[src/rtl/rcvc_pkg.sv]
// shared types and constants for the rtc calibration value calculator
// no dependencies; imported by every other file of the block
`default_nettype none

package rcvc_pkg;

    localparam int unsigned FACTOR_W = 19;
    localparam int unsigned MAG_W    = 31;
    localparam int unsigned SMAG_W   = 13;
    localparam int unsigned QUO_W    = 19;
    localparam int unsigned CNT_W    = 5;

    localparam logic [FACTOR_W-1:0] FAST_FACTOR = 19'd491520;
    localparam logic [FACTOR_W-1:0] SLOW_FACTOR = 19'd245760;
    localparam logic [MAG_W-1:0]    DEV_LIMIT   = 31'd4369;
    localparam logic [4:0]          CALIB_MAX   = 5'd31;
    localparam logic [CNT_W-1:0]    DIV_STEPS   = 5'd19;

    localparam logic [1:0] ST_OK     = 2'd0;
    localparam logic [1:0] ST_PARAM  = 2'd1;
    localparam logic [1:0] ST_EXCESS = 2'd2;

    typedef struct packed {
        logic signed [31:0] duration_sec;
        logic signed [31:0] deviation_sec;
    } in_item_t;

    typedef struct packed {
        logic [5:0] calib_byte;
        logic [1:0] status;
    } out_item_t;

    typedef struct packed {
        logic load;
        logic check;
        logic scale;
        logic mult;
        logic div_step;
        logic out_load;
    } dp_cmd_t;

    typedef struct packed {
        logic param_err;
        logic mag_big;
    } dp_stat_t;

endpackage

`default_nettype wire

[src/rtl/rcvc_dp.sv]
// datapath: magnitude, range check, scaling, product and restoring divider
// depends on rcvc_pkg; driven by rcvc_ctrl through dp_cmd_t
`default_nettype none

module rcvc_dp
    import rcvc_pkg::*;
(
    input  wire logic      clk,
    input  wire logic      rst_n,
    input  wire in_item_t  in_data,
    input  wire dp_cmd_t   cmd,
    output dp_stat_t       stat,
    output out_item_t      out_data
);

    logic [MAG_W-1:0]  mag_reg, mag_next;
    logic [MAG_W-1:0]  d_reg, d_next;
    logic              dnp_reg, dnp_next;
    logic              sign_reg, sign_next;
    logic              excess_reg, excess_next;
    logic              err_reg, err_next;
    logic [MAG_W-1:0]  rem_reg, rem_next;
    logic [QUO_W-1:0]  quo_reg, quo_next;
    out_item_t         out_reg, out_next;

    logic [31:0]          neg_dev;
    logic [MAG_W-1:0]     in_mag;
    logic [FACTOR_W-1:0]  factor;
    logic [31:0]          prod;
    logic [31:0]          trial;
    logic                 trial_ge;
    logic [31:0]          trial_sub;
    logic                 round_up;
    logic [QUO_W:0]       quo_rnd;
    logic                 sat;
    logic [4:0]           mag5;

    always_comb
    begin
        neg_dev = 32'(~in_data.deviation_sec) + 32'd1;
        if (!in_data.deviation_sec[31])
            in_mag = in_data.deviation_sec[30:0];
        else if (in_data.deviation_sec == 32'sh8000_0000)
            in_mag = '1;
        else
            in_mag = neg_dev[30:0];

        factor    = sign_reg ? SLOW_FACTOR : FAST_FACTOR;
        prod      = 32'(factor) * 32'(mag_reg[SMAG_W-1:0]);
        trial     = {rem_reg, quo_reg[QUO_W-1]};
        trial_ge  = trial >= {1'b0, d_reg};
        trial_sub = trial - {1'b0, d_reg};
        round_up  = {rem_reg, 1'b0} >= {1'b0, d_reg};
        quo_rnd   = {1'b0, quo_reg} + (QUO_W+1)'(round_up);
        sat       = quo_rnd > (QUO_W+1)'(CALIB_MAX);
        mag5      = sat ? CALIB_MAX : quo_rnd[4:0];

        stat.param_err = dnp_reg || (mag_reg > d_reg);
        stat.mag_big   = mag_reg > DEV_LIMIT;

        mag_next    = mag_reg;
        d_next      = d_reg;
        dnp_next    = dnp_reg;
        sign_next   = sign_reg;
        excess_next = excess_reg;
        err_next    = err_reg;
        rem_next    = rem_reg;
        quo_next    = quo_reg;
        out_next    = out_reg;

        if (cmd.load)
        begin
            mag_next    = in_mag;
            d_next      = in_data.duration_sec[30:0];
            dnp_next    = in_data.duration_sec[31] || (in_data.duration_sec == 32'sd0);
            sign_next   = in_data.deviation_sec[31];
            excess_next = 1'b0;
        end
        if (cmd.check)
            err_next = stat.param_err;
        if (cmd.scale)
        begin
            mag_next    = mag_reg >> 1;
            d_next      = d_reg >> 1;
            excess_next = 1'b1;
        end
        if (cmd.mult)
        begin
            rem_next = MAG_W'(prod[30:QUO_W]);
            quo_next = prod[QUO_W-1:0];
        end
        if (cmd.div_step)
        begin
            rem_next = trial_ge ? trial_sub[MAG_W-1:0] : trial[MAG_W-1:0];
            quo_next = {quo_reg[QUO_W-2:0], trial_ge};
        end
        if (cmd.out_load)
        begin
            if (err_reg)
            begin
                out_next.calib_byte = '0;
                out_next.status     = ST_PARAM;
            end
            else
            begin
                out_next.calib_byte = {sign_reg, mag5};
                out_next.status     = (excess_reg || sat) ? ST_EXCESS : ST_OK;
            end
        end
    end

    always_ff @(posedge clk)
    begin
        mag_reg    <= mag_next;
        d_reg      <= d_next;
        dnp_reg    <= dnp_next;
        sign_reg   <= sign_next;
        excess_reg <= excess_next;
        err_reg    <= err_next;
        rem_reg    <= rem_next;
        quo_reg    <= quo_next;
        out_reg    <= out_next;
    end

    assign out_data = out_reg;

    // scaling leaves a narrow magnitude that the duration still covers
    a_scaled_ok: assert property (@(posedge clk) disable iff (!rst_n)
        cmd.mult |-> (mag_reg <= DEV_LIMIT) && (d_reg >= mag_reg))
        else $error("scaled magnitude out of range");

    // partial remainder stays below the divisor
    a_rem_below: assert property (@(posedge clk) disable iff (!rst_n)
        cmd.div_step |-> (rem_reg < d_reg))
        else $error("divider remainder not below divisor");

    // no division by zero after a clean check
    a_div_nonzero: assert property (@(posedge clk) disable iff (!rst_n)
        (cmd.mult || cmd.div_step) |-> (d_reg != '0) && !err_reg)
        else $error("divide started with zero divisor or parameter error");

endmodule

`default_nettype wire

[src/rtl/rcvc_ctrl.sv]
// controller: sequences load, check, scaling, multiply, divide and output
// depends on rcvc_pkg; drives rcvc_dp through dp_cmd_t
`default_nettype none

module rcvc_ctrl
    import rcvc_pkg::*;
(
    input  wire logic      clk,
    input  wire logic      rst_n,
    input  wire logic      in_valid,
    output logic           in_ready,
    output logic           out_valid,
    input  wire logic      out_ready,
    input  wire dp_stat_t  stat,
    output dp_cmd_t        cmd
);

    localparam logic [2:0] S_IDLE  = 3'd0;
    localparam logic [2:0] S_CHECK = 3'd1;
    localparam logic [2:0] S_SCALE = 3'd2;
    localparam logic [2:0] S_MULT  = 3'd3;
    localparam logic [2:0] S_DIV   = 3'd4;
    localparam logic [2:0] S_OUT   = 3'd5;

    logic [2:0]       state_reg, state_next;
    logic [CNT_W-1:0] cnt_reg, cnt_next;
    logic             out_valid_reg, out_valid_next;

    always_comb
    begin
        state_next = state_reg;
        cnt_next   = cnt_reg;
        cmd        = '0;
        in_ready   = 1'b0;

        unique case (state_reg)
            S_IDLE:
            begin
                in_ready = 1'b1;
                if (in_valid)
                begin
                    cmd.load   = 1'b1;
                    state_next = S_CHECK;
                end
            end
            S_CHECK:
            begin
                cmd.check  = 1'b1;
                state_next = stat.param_err ? S_OUT : S_SCALE;
            end
            S_SCALE:
            begin
                if (stat.mag_big)
                    cmd.scale = 1'b1;
                else
                    state_next = S_MULT;
            end
            S_MULT:
            begin
                cmd.mult   = 1'b1;
                cnt_next   = DIV_STEPS;
                state_next = S_DIV;
            end
            S_DIV:
            begin
                cmd.div_step = 1'b1;
                cnt_next     = cnt_reg - CNT_W'(1);
                if (cnt_reg == CNT_W'(1))
                    state_next = S_OUT;
            end
            S_OUT:
            begin
                if (!out_valid_reg || out_ready)
                begin
                    cmd.out_load = 1'b1;
                    state_next   = S_IDLE;
                end
            end
            default:
            begin
                state_next = S_IDLE;
            end
        endcase

        priority if (cmd.out_load)
            out_valid_next = 1'b1;
        else if (out_ready)
            out_valid_next = 1'b0;
        else
            out_valid_next = out_valid_reg;
    end

    always_ff @(posedge clk or negedge rst_n)
    begin
        if (!rst_n)
        begin
            state_reg     <= S_IDLE;
            cnt_reg       <= '0;
            out_valid_reg <= 1'b0;
        end
        else
        begin
            state_reg     <= state_next;
            cnt_reg       <= cnt_next;
            out_valid_reg <= out_valid_next;
        end
    end

    assign out_valid = out_valid_reg;

    // a pending result is never overwritten
    a_no_overwrite: assert property (@(posedge clk) disable iff (!rst_n)
        cmd.out_load |-> (!out_valid_reg || out_ready))
        else $error("output register overwritten while pending");

    // an accepted transaction goes straight to the range check
    a_accept_check: assert property (@(posedge clk) disable iff (!rst_n)
        (in_valid && in_ready) |=> (state_reg == S_CHECK))
        else $error("accepted transaction not checked");

    // the divider runs its full step count before output
    a_div_done: assert property (@(posedge clk) disable iff (!rst_n)
        (state_reg == S_DIV && cnt_reg == CNT_W'(1)) |=> (state_reg == S_OUT))
        else $error("divider did not finish into output");

    a_div_cnt: assert property (@(posedge clk) disable iff (!rst_n)
        (state_reg == S_DIV) |-> (cnt_reg != '0))
        else $error("divider step count ran out");

endmodule

`default_nettype wire

[src/rtl/rtc_calibration_value_calc.sv]
// rtc calibration value calculator: duration and signed drift in, calibration byte out
// depends on rcvc_pkg, rcvc_ctrl and rcvc_dp
//
// One transaction at a time: a transaction is accepted when the block is idle, a range
// check follows, then the halving state halves magnitude and duration as often as
// needed (0 to 19 halvings, set by how far the deviation magnitude exceeds 4369), the
// product is formed, a restoring divider forms the 19-bit quotient and the output
// register is loaded once any pending result has been taken; a parameter error goes
// from the check straight to the output load. The result register lets the next
// transaction be accepted while a result waits to be taken.
`default_nettype none

module rtc_calibration_value_calc
    import rcvc_pkg::*;
(
    input  wire logic      clk,
    input  wire logic      rst_n,
    input  wire logic      in_valid,
    output logic           in_ready,
    input  wire in_item_t  in_data,
    output logic           out_valid,
    input  wire logic      out_ready,
    output out_item_t      out_data
);

    dp_cmd_t  cmd;
    dp_stat_t stat;

    rcvc_ctrl u_ctrl (
        .clk       (clk),
        .rst_n     (rst_n),
        .in_valid  (in_valid),
        .in_ready  (in_ready),
        .out_valid (out_valid),
        .out_ready (out_ready),
        .stat      (stat),
        .cmd       (cmd)
    );

    rcvc_dp u_dp (
        .clk      (clk),
        .rst_n    (rst_n),
        .in_data  (in_data),
        .cmd      (cmd),
        .stat     (stat),
        .out_data (out_data)
    );

endmodule

`default_nettype wire
[config.mk]
export PLATFORM = sky130hd
export DESIGN_NAME = rtc_calibration_value_calc
export DESIGN_NICKNAME = d
export VERILOG_FILES = /design/src/rtl/rcvc_pkg.sv /design/src/rtl/rcvc_dp.sv /design/src/rtl/rcvc_ctrl.sv /design/src/rtl/rtc_calibration_value_calc.sv
export SDC_FILE = /design/constraint.sdc
export NUM_CORES = 1
export LEC_CHECK = 0
export CORE_MARGIN = 1.5
export CORE_UTILIZATION = 40
export CTS_CLUSTER_SIZE = 20
export DETAILED_ROUTE_END_ITERATION = 8
export DONT_BUFFER_PORTS = 1
export HOLD_SLACK_MARGIN = 0.05
export SYNTH_ARGS = -nofsm -noshare
export SYNTH_HDL_FRONTEND = slang
export SYNTH_SLANG_ARGS = --single-unit
[constraint.sdc]
create_clock -name clk -period 5.5 [get_ports clk]
set_input_delay 0.825 -clock clk [delete_from_list [all_inputs] [get_ports clk]]
set_output_delay 0.825 -clock clk [all_outputs]
set_load 0.05 [all_outputs]
# --- Yosys cells after proc, flatten, opt, wreduce, memory -nomap -nowiden ---
# Cells that the tools add are included.
word_totals:
  reg_bits: 133
  wordCells: 82
op_classes:
  mux: 33
  reduce_logical: 12
  bitwise: 1
  n_addsub: 4
  n_mul: 1
  n_lt_le_gt_ge: 5
  eq_ne: 11
ops:
  columns: ["operator", "count"]
  rows:
  - ["$mux 31", 5]
  - ["$mux 30", 4]
  - ["$ge 32x31->1", 2]
  - ["$mux 19", 3]
  - ["$eq 32x32->1 const B", 1]
  - ["$logic_not 32->1", 1]
  - ["$add 31x1->31 const B", 1]
  - ["$gt 31x13->1 const B", 1]
  - ["$gt 31x31->1", 1]
  - ["$mul 19x13->31", 1]
  - ["$not 31->31", 1]
  - ["$sub 31x31->31", 1]
  - ["$add 19x1->20", 1]
  - ["$gt 20x5->1 const B", 1]
  - ["$pmux 3 s6", 1]
  - ["$mux 3", 5]
  - ["$mux 1", 12]
  - ["$pmux 5 s2", 1]
  - ["$reduce_bool 2->1", 4]
  - ["$eq 3x2->1 const B", 2]
  - ["$eq 3x3->1 const B", 2]
  - ["$eq 5x1->1 const B", 1]
  - ["$mux 5", 1]
  - ["$sub 5x1->5 const B", 1]
  - ["other kinds (8)", 13]

# --- Longest topological paths before layout ---
# Gate-level depths: netlist of the first run.
logic_depth:
  depth_word: 6
  mapped_depth: 20

# --- Modules after synthesis ---
# Synthesis of the first run repeated with hierarchy kept, for this count alone.
hier_totals:
  hier_cells: 1215
  hier_area_um2: 11599.9
modules_own_cells:
  columns: ["mod", "area_per_inst_um2", "instances", "cells_each"]
  rows:
  - ["rcvc_dp", 11021.8, 1, 1154]
  - ["rcvc_ctrl", 578.1, 1, 61]

# --- Least setup slack after synthesis of the first run ---
# OpenSTA, ideal clock, no wires.
synth_timing:
  path_kind: "reg-to-reg"
  startpoint: "register u_dp.sign_reg"
  endpoint: "register u_dp.rem_reg[11], data pin"
  required_time_ps: 5232
  synth_period_minus_slack_ps: 4708
  path_stages_with_launch: 19
  path_buffers: 1
  arrival_time_ps: 4440
  path_slack_ps: 792
  cell_sequence: "edfxtp_1 > clkbuf_1 > and2_1 > fa_1 > fa_1 > ha_1 > ha_1 > inv_1 > fa_1 > inv_1 > fa_1 > a21o_1 > a21oi_1 > nor2b_1 > o21ai_0 > a21oi_1 > a221oi_1 > xnor2_1 > mux2i_1"
synth_via:
  elab_chain_cells: 4
synth_rtl:
  columns: ["item", "line", "rtl"]
  rows:
  - ["start: declaration", "rcvc_dp.sv:19", "logic sign_reg, sign_next;"]
  - ["start signal: assignment", "rcvc_dp.sv:117", "sign_reg <= sign_next;"]
  - ["$mux 19", "rcvc_dp.sv:48", "factor = sign_reg ? SLOW_FACTOR : FAST_FACTOR;"]
  - ["$mul 19x13->31", "rcvc_dp.sv:49", "prod = 32'(factor) * 32'(mag_reg[SMAG_W-1:0]);"]
  - ["$mux 31", "rcvc_dp.sv:87", "if (cmd.mult)"]
  - ["$mux 31", "rcvc_dp.sv:92", "if (cmd.div_step)"]
  - ["via u_dp.rem_next[11]", "rcvc_dp.sv:22", "logic [MAG_W-1:0] rem_reg, rem_next;"]
  - ["end signal: assignment", "rcvc_dp.sv:120", "rem_reg <= rem_next;"]
  - ["end: declaration", "rcvc_dp.sv:22", null]
# The timed path passes the listed nets, and every way through them passes these cells. The select of a mux whose other input is x is not followed.
# A chain may end at the register's enable or synchronous reset.

# --- Worst setup path in the final report of the first run ---
layout_timing:
  startpoint: "register u_dp.mag_reg[3]"
  endpoint: "register u_dp.rem_reg[8], data pin"
layout_via:
  elab_chain_cells: 3
layout_rtl:
  columns: ["item", "line", "rtl"]
  rows:
  - ["start: declaration", "rcvc_dp.sv:16", "logic [MAG_W-1:0] mag_reg, mag_next;"]
  - ["start signal: assignment", "rcvc_dp.sv:114", "mag_reg <= mag_next;"]
  - ["$mul 19x13->31", "rcvc_dp.sv:49", null]
  - ["$mux 31", "rcvc_dp.sv:87", null]
  - ["$mux 31", "rcvc_dp.sv:92", null]
  - ["via u_dp.rem_next[8]", "rcvc_dp.sv:22", null]
# The timed path passes the listed nets, and every way through them passes these cells. The select of a mux whose other input is x is not followed.

==> results of run 1 <==
==> per-stage QoR <==
stage / hold slack (ns) / util / std cells / worst slack [ns]
detailed placement: 0.516 / 0.422 / 1589 / 0.498
floorplan: 0.449 / - / 1249 / 0.792
CTS: 0.0679 / 0.443 / 1621 / 0.473
global placement: 0.509 / 0.422 / 1589 / 0.556
global route: 0.0595 / 0.443 / 1621 / 0.148
finish: 0.0760 / 0.443 / 1621 / 0.514
==> worst max-delay path: stages, from the launching register on <==
cell and delay [ns]:
edfxtp_1 0.54, and2_1 0.24, fa_1 0.39, fa_1 0.41, ha_1 0.29, ha_1 0.30
inv_1 0.06, fa_1 0.53, inv_1 0.07, ha_1 0.28, a21o_1 0.17, a21oi_1 0.21
o21ai_0 0.15, o41ai_1 0.52, o21ai_0 0.22, xor2_1 0.17, nor2_1 0.09, a31oi_1 0.05
==> final cells by class <==
class                           count  area (um^2)  share of cell area
Clock buffer                       18          429              0.0345
Clock inverter                     14          164              0.0132
Inverter                          119          447              0.0360
Multi-Input combinational cell    949         6920               0.557
Sequential cell                   133         3920               0.315
Tap cell                          378          473              0.0381
Timing Repair Buffer               10         75.1             0.00604
==> routing by layer <==
layer,GRT usage,routed length [um]
met4,0.0575,584
met1,0.270,13600
met3,0.0389,1180
met2,0.303,12500
met5,0,0
==> cell usage in the layout, fill, tap and decap left out, types with 14 or more instances in the layout <==
cell type,count
nand2_1,141
ha_1,132
edfxtp_1,121
inv_1,118
nor2_1,84
a21oi_1,79
o21ai_0,66
a31oi_1,41
xor2_1,39
fa_1,33
a21o_1,31
xnor2_1,28
and2_1,26
nand3_1,23
nor4_1,19
nor2b_1,18
nor3_1,17
clkbuf_16,17
nand4_1,14
o31ai_1,14
==> final timing paths <==
check,from,endpoint,depth (start not counted)
worst max register to register,u_dp.mag_reg[3],u_dp.rem_reg[8],17
min in group clk,in_data[31],u_dp.sign_reg,0
worst min-delay path,rst_n,u_ctrl.state_reg[2],0
worst min register to register,u_ctrl.cnt_reg[2],u_ctrl.cnt_reg[2],1
worst max-delay path,u_dp.mag_reg[3],u_dp.rem_reg[8],17
max in group asynchronous,rst_n,u_ctrl.cnt_reg[0],0
==> logic make-up (layout without fill, tap and decap cells) <==
family,after synthesis,in the layout,share of synthesized area
buffers and inverters,167,161,0.0578
xor gates and xnor gates,67,67,0.0511
DFF,133,133,0.342
adders and majority gates,165,165,0.202
and+or+nand+nor,402,402,0.171
muxes,11,11,0.00970
AOI/OAI and AO/OA,304,304,0.168
==> metrics.csv, run 1 <==
stage;metric;value;unit
run_status;status;finished clean;
place;dp_hpwl;21200;um
layout;finalInstanceArea;12400;um^2
floorplanning;start_util;0.410;
yosys;synthTopCellsByCount;nand2_1, ha_1, edfxtp_1;
place;gp_congestion;0.831;
hold_path;hp-class;input port to asynchronous set/reset pin;
yosys;async_reset_ff_frac;0.0677;
clocking;cts_tree;yes;
sta;finalCriticalPeriod;4.99;ns
global_routing;antenna_found_initial;0;
setup_path;cp.arrival;5.13;ns
yosys;avgSynthCellArea;9.19;um^2
yosys;ys_seq_area_frac;0.342;
route;wl;27800;um
global_routing;grt_pass1_vias;8649;
floorplanning;fp.dieW;172;um
clocking;cts_buffer_depth;2;
layout;n_fill_cell;2776;
global_routing;grt_overflow_total;0;
yosys;netlist_instances;1249;
layout;drive_gt1_frac;0.0547;
sta;max_slew.worst_pin.slew;1.13;ns
setup_path;crit_fanout;8;
clocking;cts_buffers;17;
clocking;post-cts-setup-buffers;0;
route;drcViolationCount;0;
layout;num_antenna_cells;0;
yosys;yosys_warnings;0;
yosys;synth-seq-cells;133;
sta;rsz0062_at_grt;no;
floorplanning;fp-row-count;61;
route;final_antenna_net_count;0;
layout;area_growth;8.25;%
floorplanning;coreArea;28000;um^2
floorplanning;dieArea;29700;um^2
setup_path;crit_type;flip-flop to flip-flop;
clocking;clk_pin_slew;0.07;ns
route;wl_per_cell;17.1;um
yosys;syn_nets;1482;
yosys;syn_area;11500;um^2
layout;layout.nets;1463;
clocking;post_cts_resized;0;
sta;fin_setup_tns;0;ns
place;place.port_buffers;0;
floorplanning;dieHeight;172;um
sta;hold_violations;0;
global_routing;grt_pass1_wl;44500;um
floorplanning;io_pins;78;
clocking;clkLatencyLatePin;0.43;ns
setup_path;required;5.64;ns
sta;slew_viol_final;0;
yosys;synth_area_leaders;edfxtp_1, ha_1, fa_1, nand2_1, inv_1;
global_routing;track_usage;0.194;
clocking;postCtsHoldBufs;0;
setup_path;critPathCaptureType;flip-flop;
clocking;htreeDepth;4;
sta;finalCritPeriodShare;0.906;
route;drtPass1Iterations;6;
route;drt_iter0_drc;547;
global_routing;grt_max_degree;119;
yosys;synth_flop_cell;edfxtp_1;
setup_path;r2r_slack;0.51;ns
place;placed_area;11800;um^2
route;vias;8866;
sta;fmax;201;MHz
yosys;yosys.area.top_type;edfxtp_1;
yosys;yosysTopAreaCellShare;0.317;
clocking;cts-root-buf;clkbuf_16;
sta;fin_skew;0.0199;ns
yosys;synth_cell_types;73;
job;drv_cap;0;
sta;slew_headroom;0.248;
yosys;synth_most_common_cell;nand2_1;
yosys;synth-edff-count;121;
clocking;clock-sinks;133;
setup_path;start_kind;flip-flop;
route;viasPerCell;5.47;
sta;finalSetupViolCount;0;
Power of run 1 is left out: the tool's default activity adds up to more than one toggle a clock period on the data nets, which glitch-free logic cannot reach.
==> run 2, diff against run 1 <==
==> constraint.sdc (replaced) <==
create_clock -name clk -period 5.5 [get_ports clk]
set_input_delay 0.825 -clock clk [delete_from_list [all_inputs] [get_ports clk]]
set_output_delay 0.825 -clock clk [all_outputs]
set_load 0.02 [all_outputs]
==> run 2 against run 1 <==
Net effect:
- sequential share of layout area about the same
- final cell count about the same
- via count decreased by 0.42%
- critical path depth decreased by 1
- largest cell class unchanged
- final area about the same
- routed wire length about the same
- critical endpoint unchanged
- highest routed layer unchanged
==> metrics.csv, run 2 (same netlist as run 1, synthesis figures left out) <==
stage;metric;value;unit;change
place;place.port_buffers;0;;unchanged
global_routing;grt_max_degree;119;;unchanged
route;wl_per_cell;17.1;um;about the same
place;gp_congestion;0.831;;about the same
sta;fin_skew;0.0167;ns;was 0.0199 ns
route;wl;27800;um;about the same
hold_path;hp-class;input port to asynchronous set/reset pin;;unchanged
place;pre_cts_slack;0.494;ns;was 0.498 ns
floorplanning;dieArea;29700;um^2;unchanged
floorplanning;fp.dieW;172;um;unchanged
setup_path;crit_type;flip-flop to flip-flop;;unchanged
floorplanning;dieHeight;172;um;unchanged
sta;finalSetupViolCount;0;;unchanged
setup_path;required;5.66;ns;was 5.64 ns
layout;num_antenna_cells;0;;unchanged
layout;mostFrequentLayoutCells;nand2_1, ha_1, edfxtp_1;;unchanged
global_routing;grt_pass1_wl;45200;um;was 44,500 um
global_routing;antenna_found_initial;0;;unchanged
route;vias;8829;;was 8,866
job;drv_cap;0;;unchanged
clocking;clk_pin_slew;0.07;ns;about the same
route;drt_iter0_drc;443;;was 547
global_routing;grt_pass1_vias;8708;;was 8,649
sta;fin_ws;0.503;ns;was 0.514 ns
sta;fmax;200;MHz;was 201 MHz
clocking;cts_buffer_depth;2;;unchanged
layout;drive_gt1_frac;0.0539;;was 0.0547
sta;fin_setup_tns;0;ns;unchanged
sta;max_slew.worst_pin.slew;1.12;ns;was 1.13 ns
clocking;clkLatencyLatePin;0.44;ns;was 0.43 ns
layout;layout.nets;1464;;was 1,463
global_routing;track_usage;0.197;;was 0.194
clocking;cts_tree;yes;;unchanged
setup_path;start_kind;flip-flop;;unchanged
sta;slew_viol_final;0;;unchanged
floorplanning;coreArea;28000;um^2;unchanged
floorplanning;fp-row-count;61;;unchanged
setup_path;cp.arrival;5.16;ns;was 5.13 ns
route;final_antenna_net_count;0;;unchanged
route;drcViolationCount;0;;unchanged
route;viasPerCell;5.44;;was 5.47
sta;hold_violations;0;;unchanged
layout;final_util;0.443;;about the same
sta;slew_headroom;0.252;;was 0.248
sta;rsz0062_at_grt;no;;unchanged
floorplanning;io_pins;78;;unchanged
clocking;htreeDepth;4;;unchanged
setup_path;crit_fanout;9;;was 8
floorplanning;start_util;0.410;;unchanged
place;dp_hpwl;21400;um;was 21,200 um
layout;area_growth;8.24;%;was 8.25%
global_routing;grt_overflow_total;0;;unchanged
clocking;post_cts_resized;0;;unchanged
run_status;status;finished clean;;unchanged
clocking;cts_buffers;17;;unchanged
clocking;clock-sinks;133;;unchanged
setup_path;critPathCaptureType;flip-flop;;unchanged
route;drtPass1Iterations;6;;unchanged
sta;finalCriticalPeriod;5.00;ns;was 4.99 ns
sta;finalCritPeriodShare;0.908;;was 0.906
clocking;cts-root-buf;clkbuf_16;;unchanged
layout;layout_commonest_cell;nand2_1;;unchanged
## run 2: per-stage QoR
| step | std cells | area (um^2) | hold slack (ns) |
|---|---|---|---|
| 3_5_place_dp | 1589 | 11800 | 0.514 |
| 3_3_place_gp | 1589 | 11800 | 0.508 |
| 2_1_floorplan | 1249 | 11500 | 0.449 |
| 6_report | 1622 | 12400 | 0.0793 |
| 5_1_grt | 1622 | 12400 | 0.0525 |
| 4_1_cts | 1621 | 12400 | 0.0610 |
## run 2: final timing paths
check	startpoint	to	slack, ns	depth (start not counted)
worst max-delay path	u_dp.mag_reg[1]	u_dp.rem_reg[8]	0.50	16
worst min-delay path	rst_n	u_ctrl.state_reg[1]	0.08	0
worst max register to register	u_dp.mag_reg[1]	u_dp.rem_reg[8]	0.50	16
worst min register to register	u_ctrl.cnt_reg[2]	u_ctrl.cnt_reg[2]	0.52	1
max in group asynchronous	rst_n	u_ctrl.out_valid	4.78	1
min in group clk	in_data[31]	u_dp.sign_reg	0.49	0
## run 2: cell type report
cell class	instances	area (um^2)
fillers	2753	15600
multi-input cells	949	6910
flip-flops and latches	133	3920
well taps	378	473
clock buffers	20	457
inverters	119	447
clock inverters	12	130
repair buffers	11	85.1
## run 2: metal layers
metal	global-route usage	share of wire	up-vias
li1	-	-	4448
met1	0.275	0.50	4187
met2	0.315	0.46	178
met3	0.0380	0.036	16
met4	0.0416	0.0083	0
met5	0	0	-
## run 2: worst max-delay path: stages (launching register included)
cell      delay (ns)
edfxtp_1        0.57
fa_1            0.56
fa_1            0.43
ha_1            0.28
ha_1            0.32
inv_1           0.07
fa_1            0.53
inv_1           0.06
ha_1            0.29
a21o_1          0.18
a21oi_1         0.20
o21ai_0         0.16
o41ai_1         0.53
o21ai_0         0.21
xor2_1          0.17
nor2_1          0.09
a31oi_1         0.05
## run 2: timing repair
item                                   4_1_cts  5_1_grt
setup buffers                                0        0
hold buffers                                 0        1
endpoints found under the hold margin        0        1
Power of run 2 is left out for the same reason.
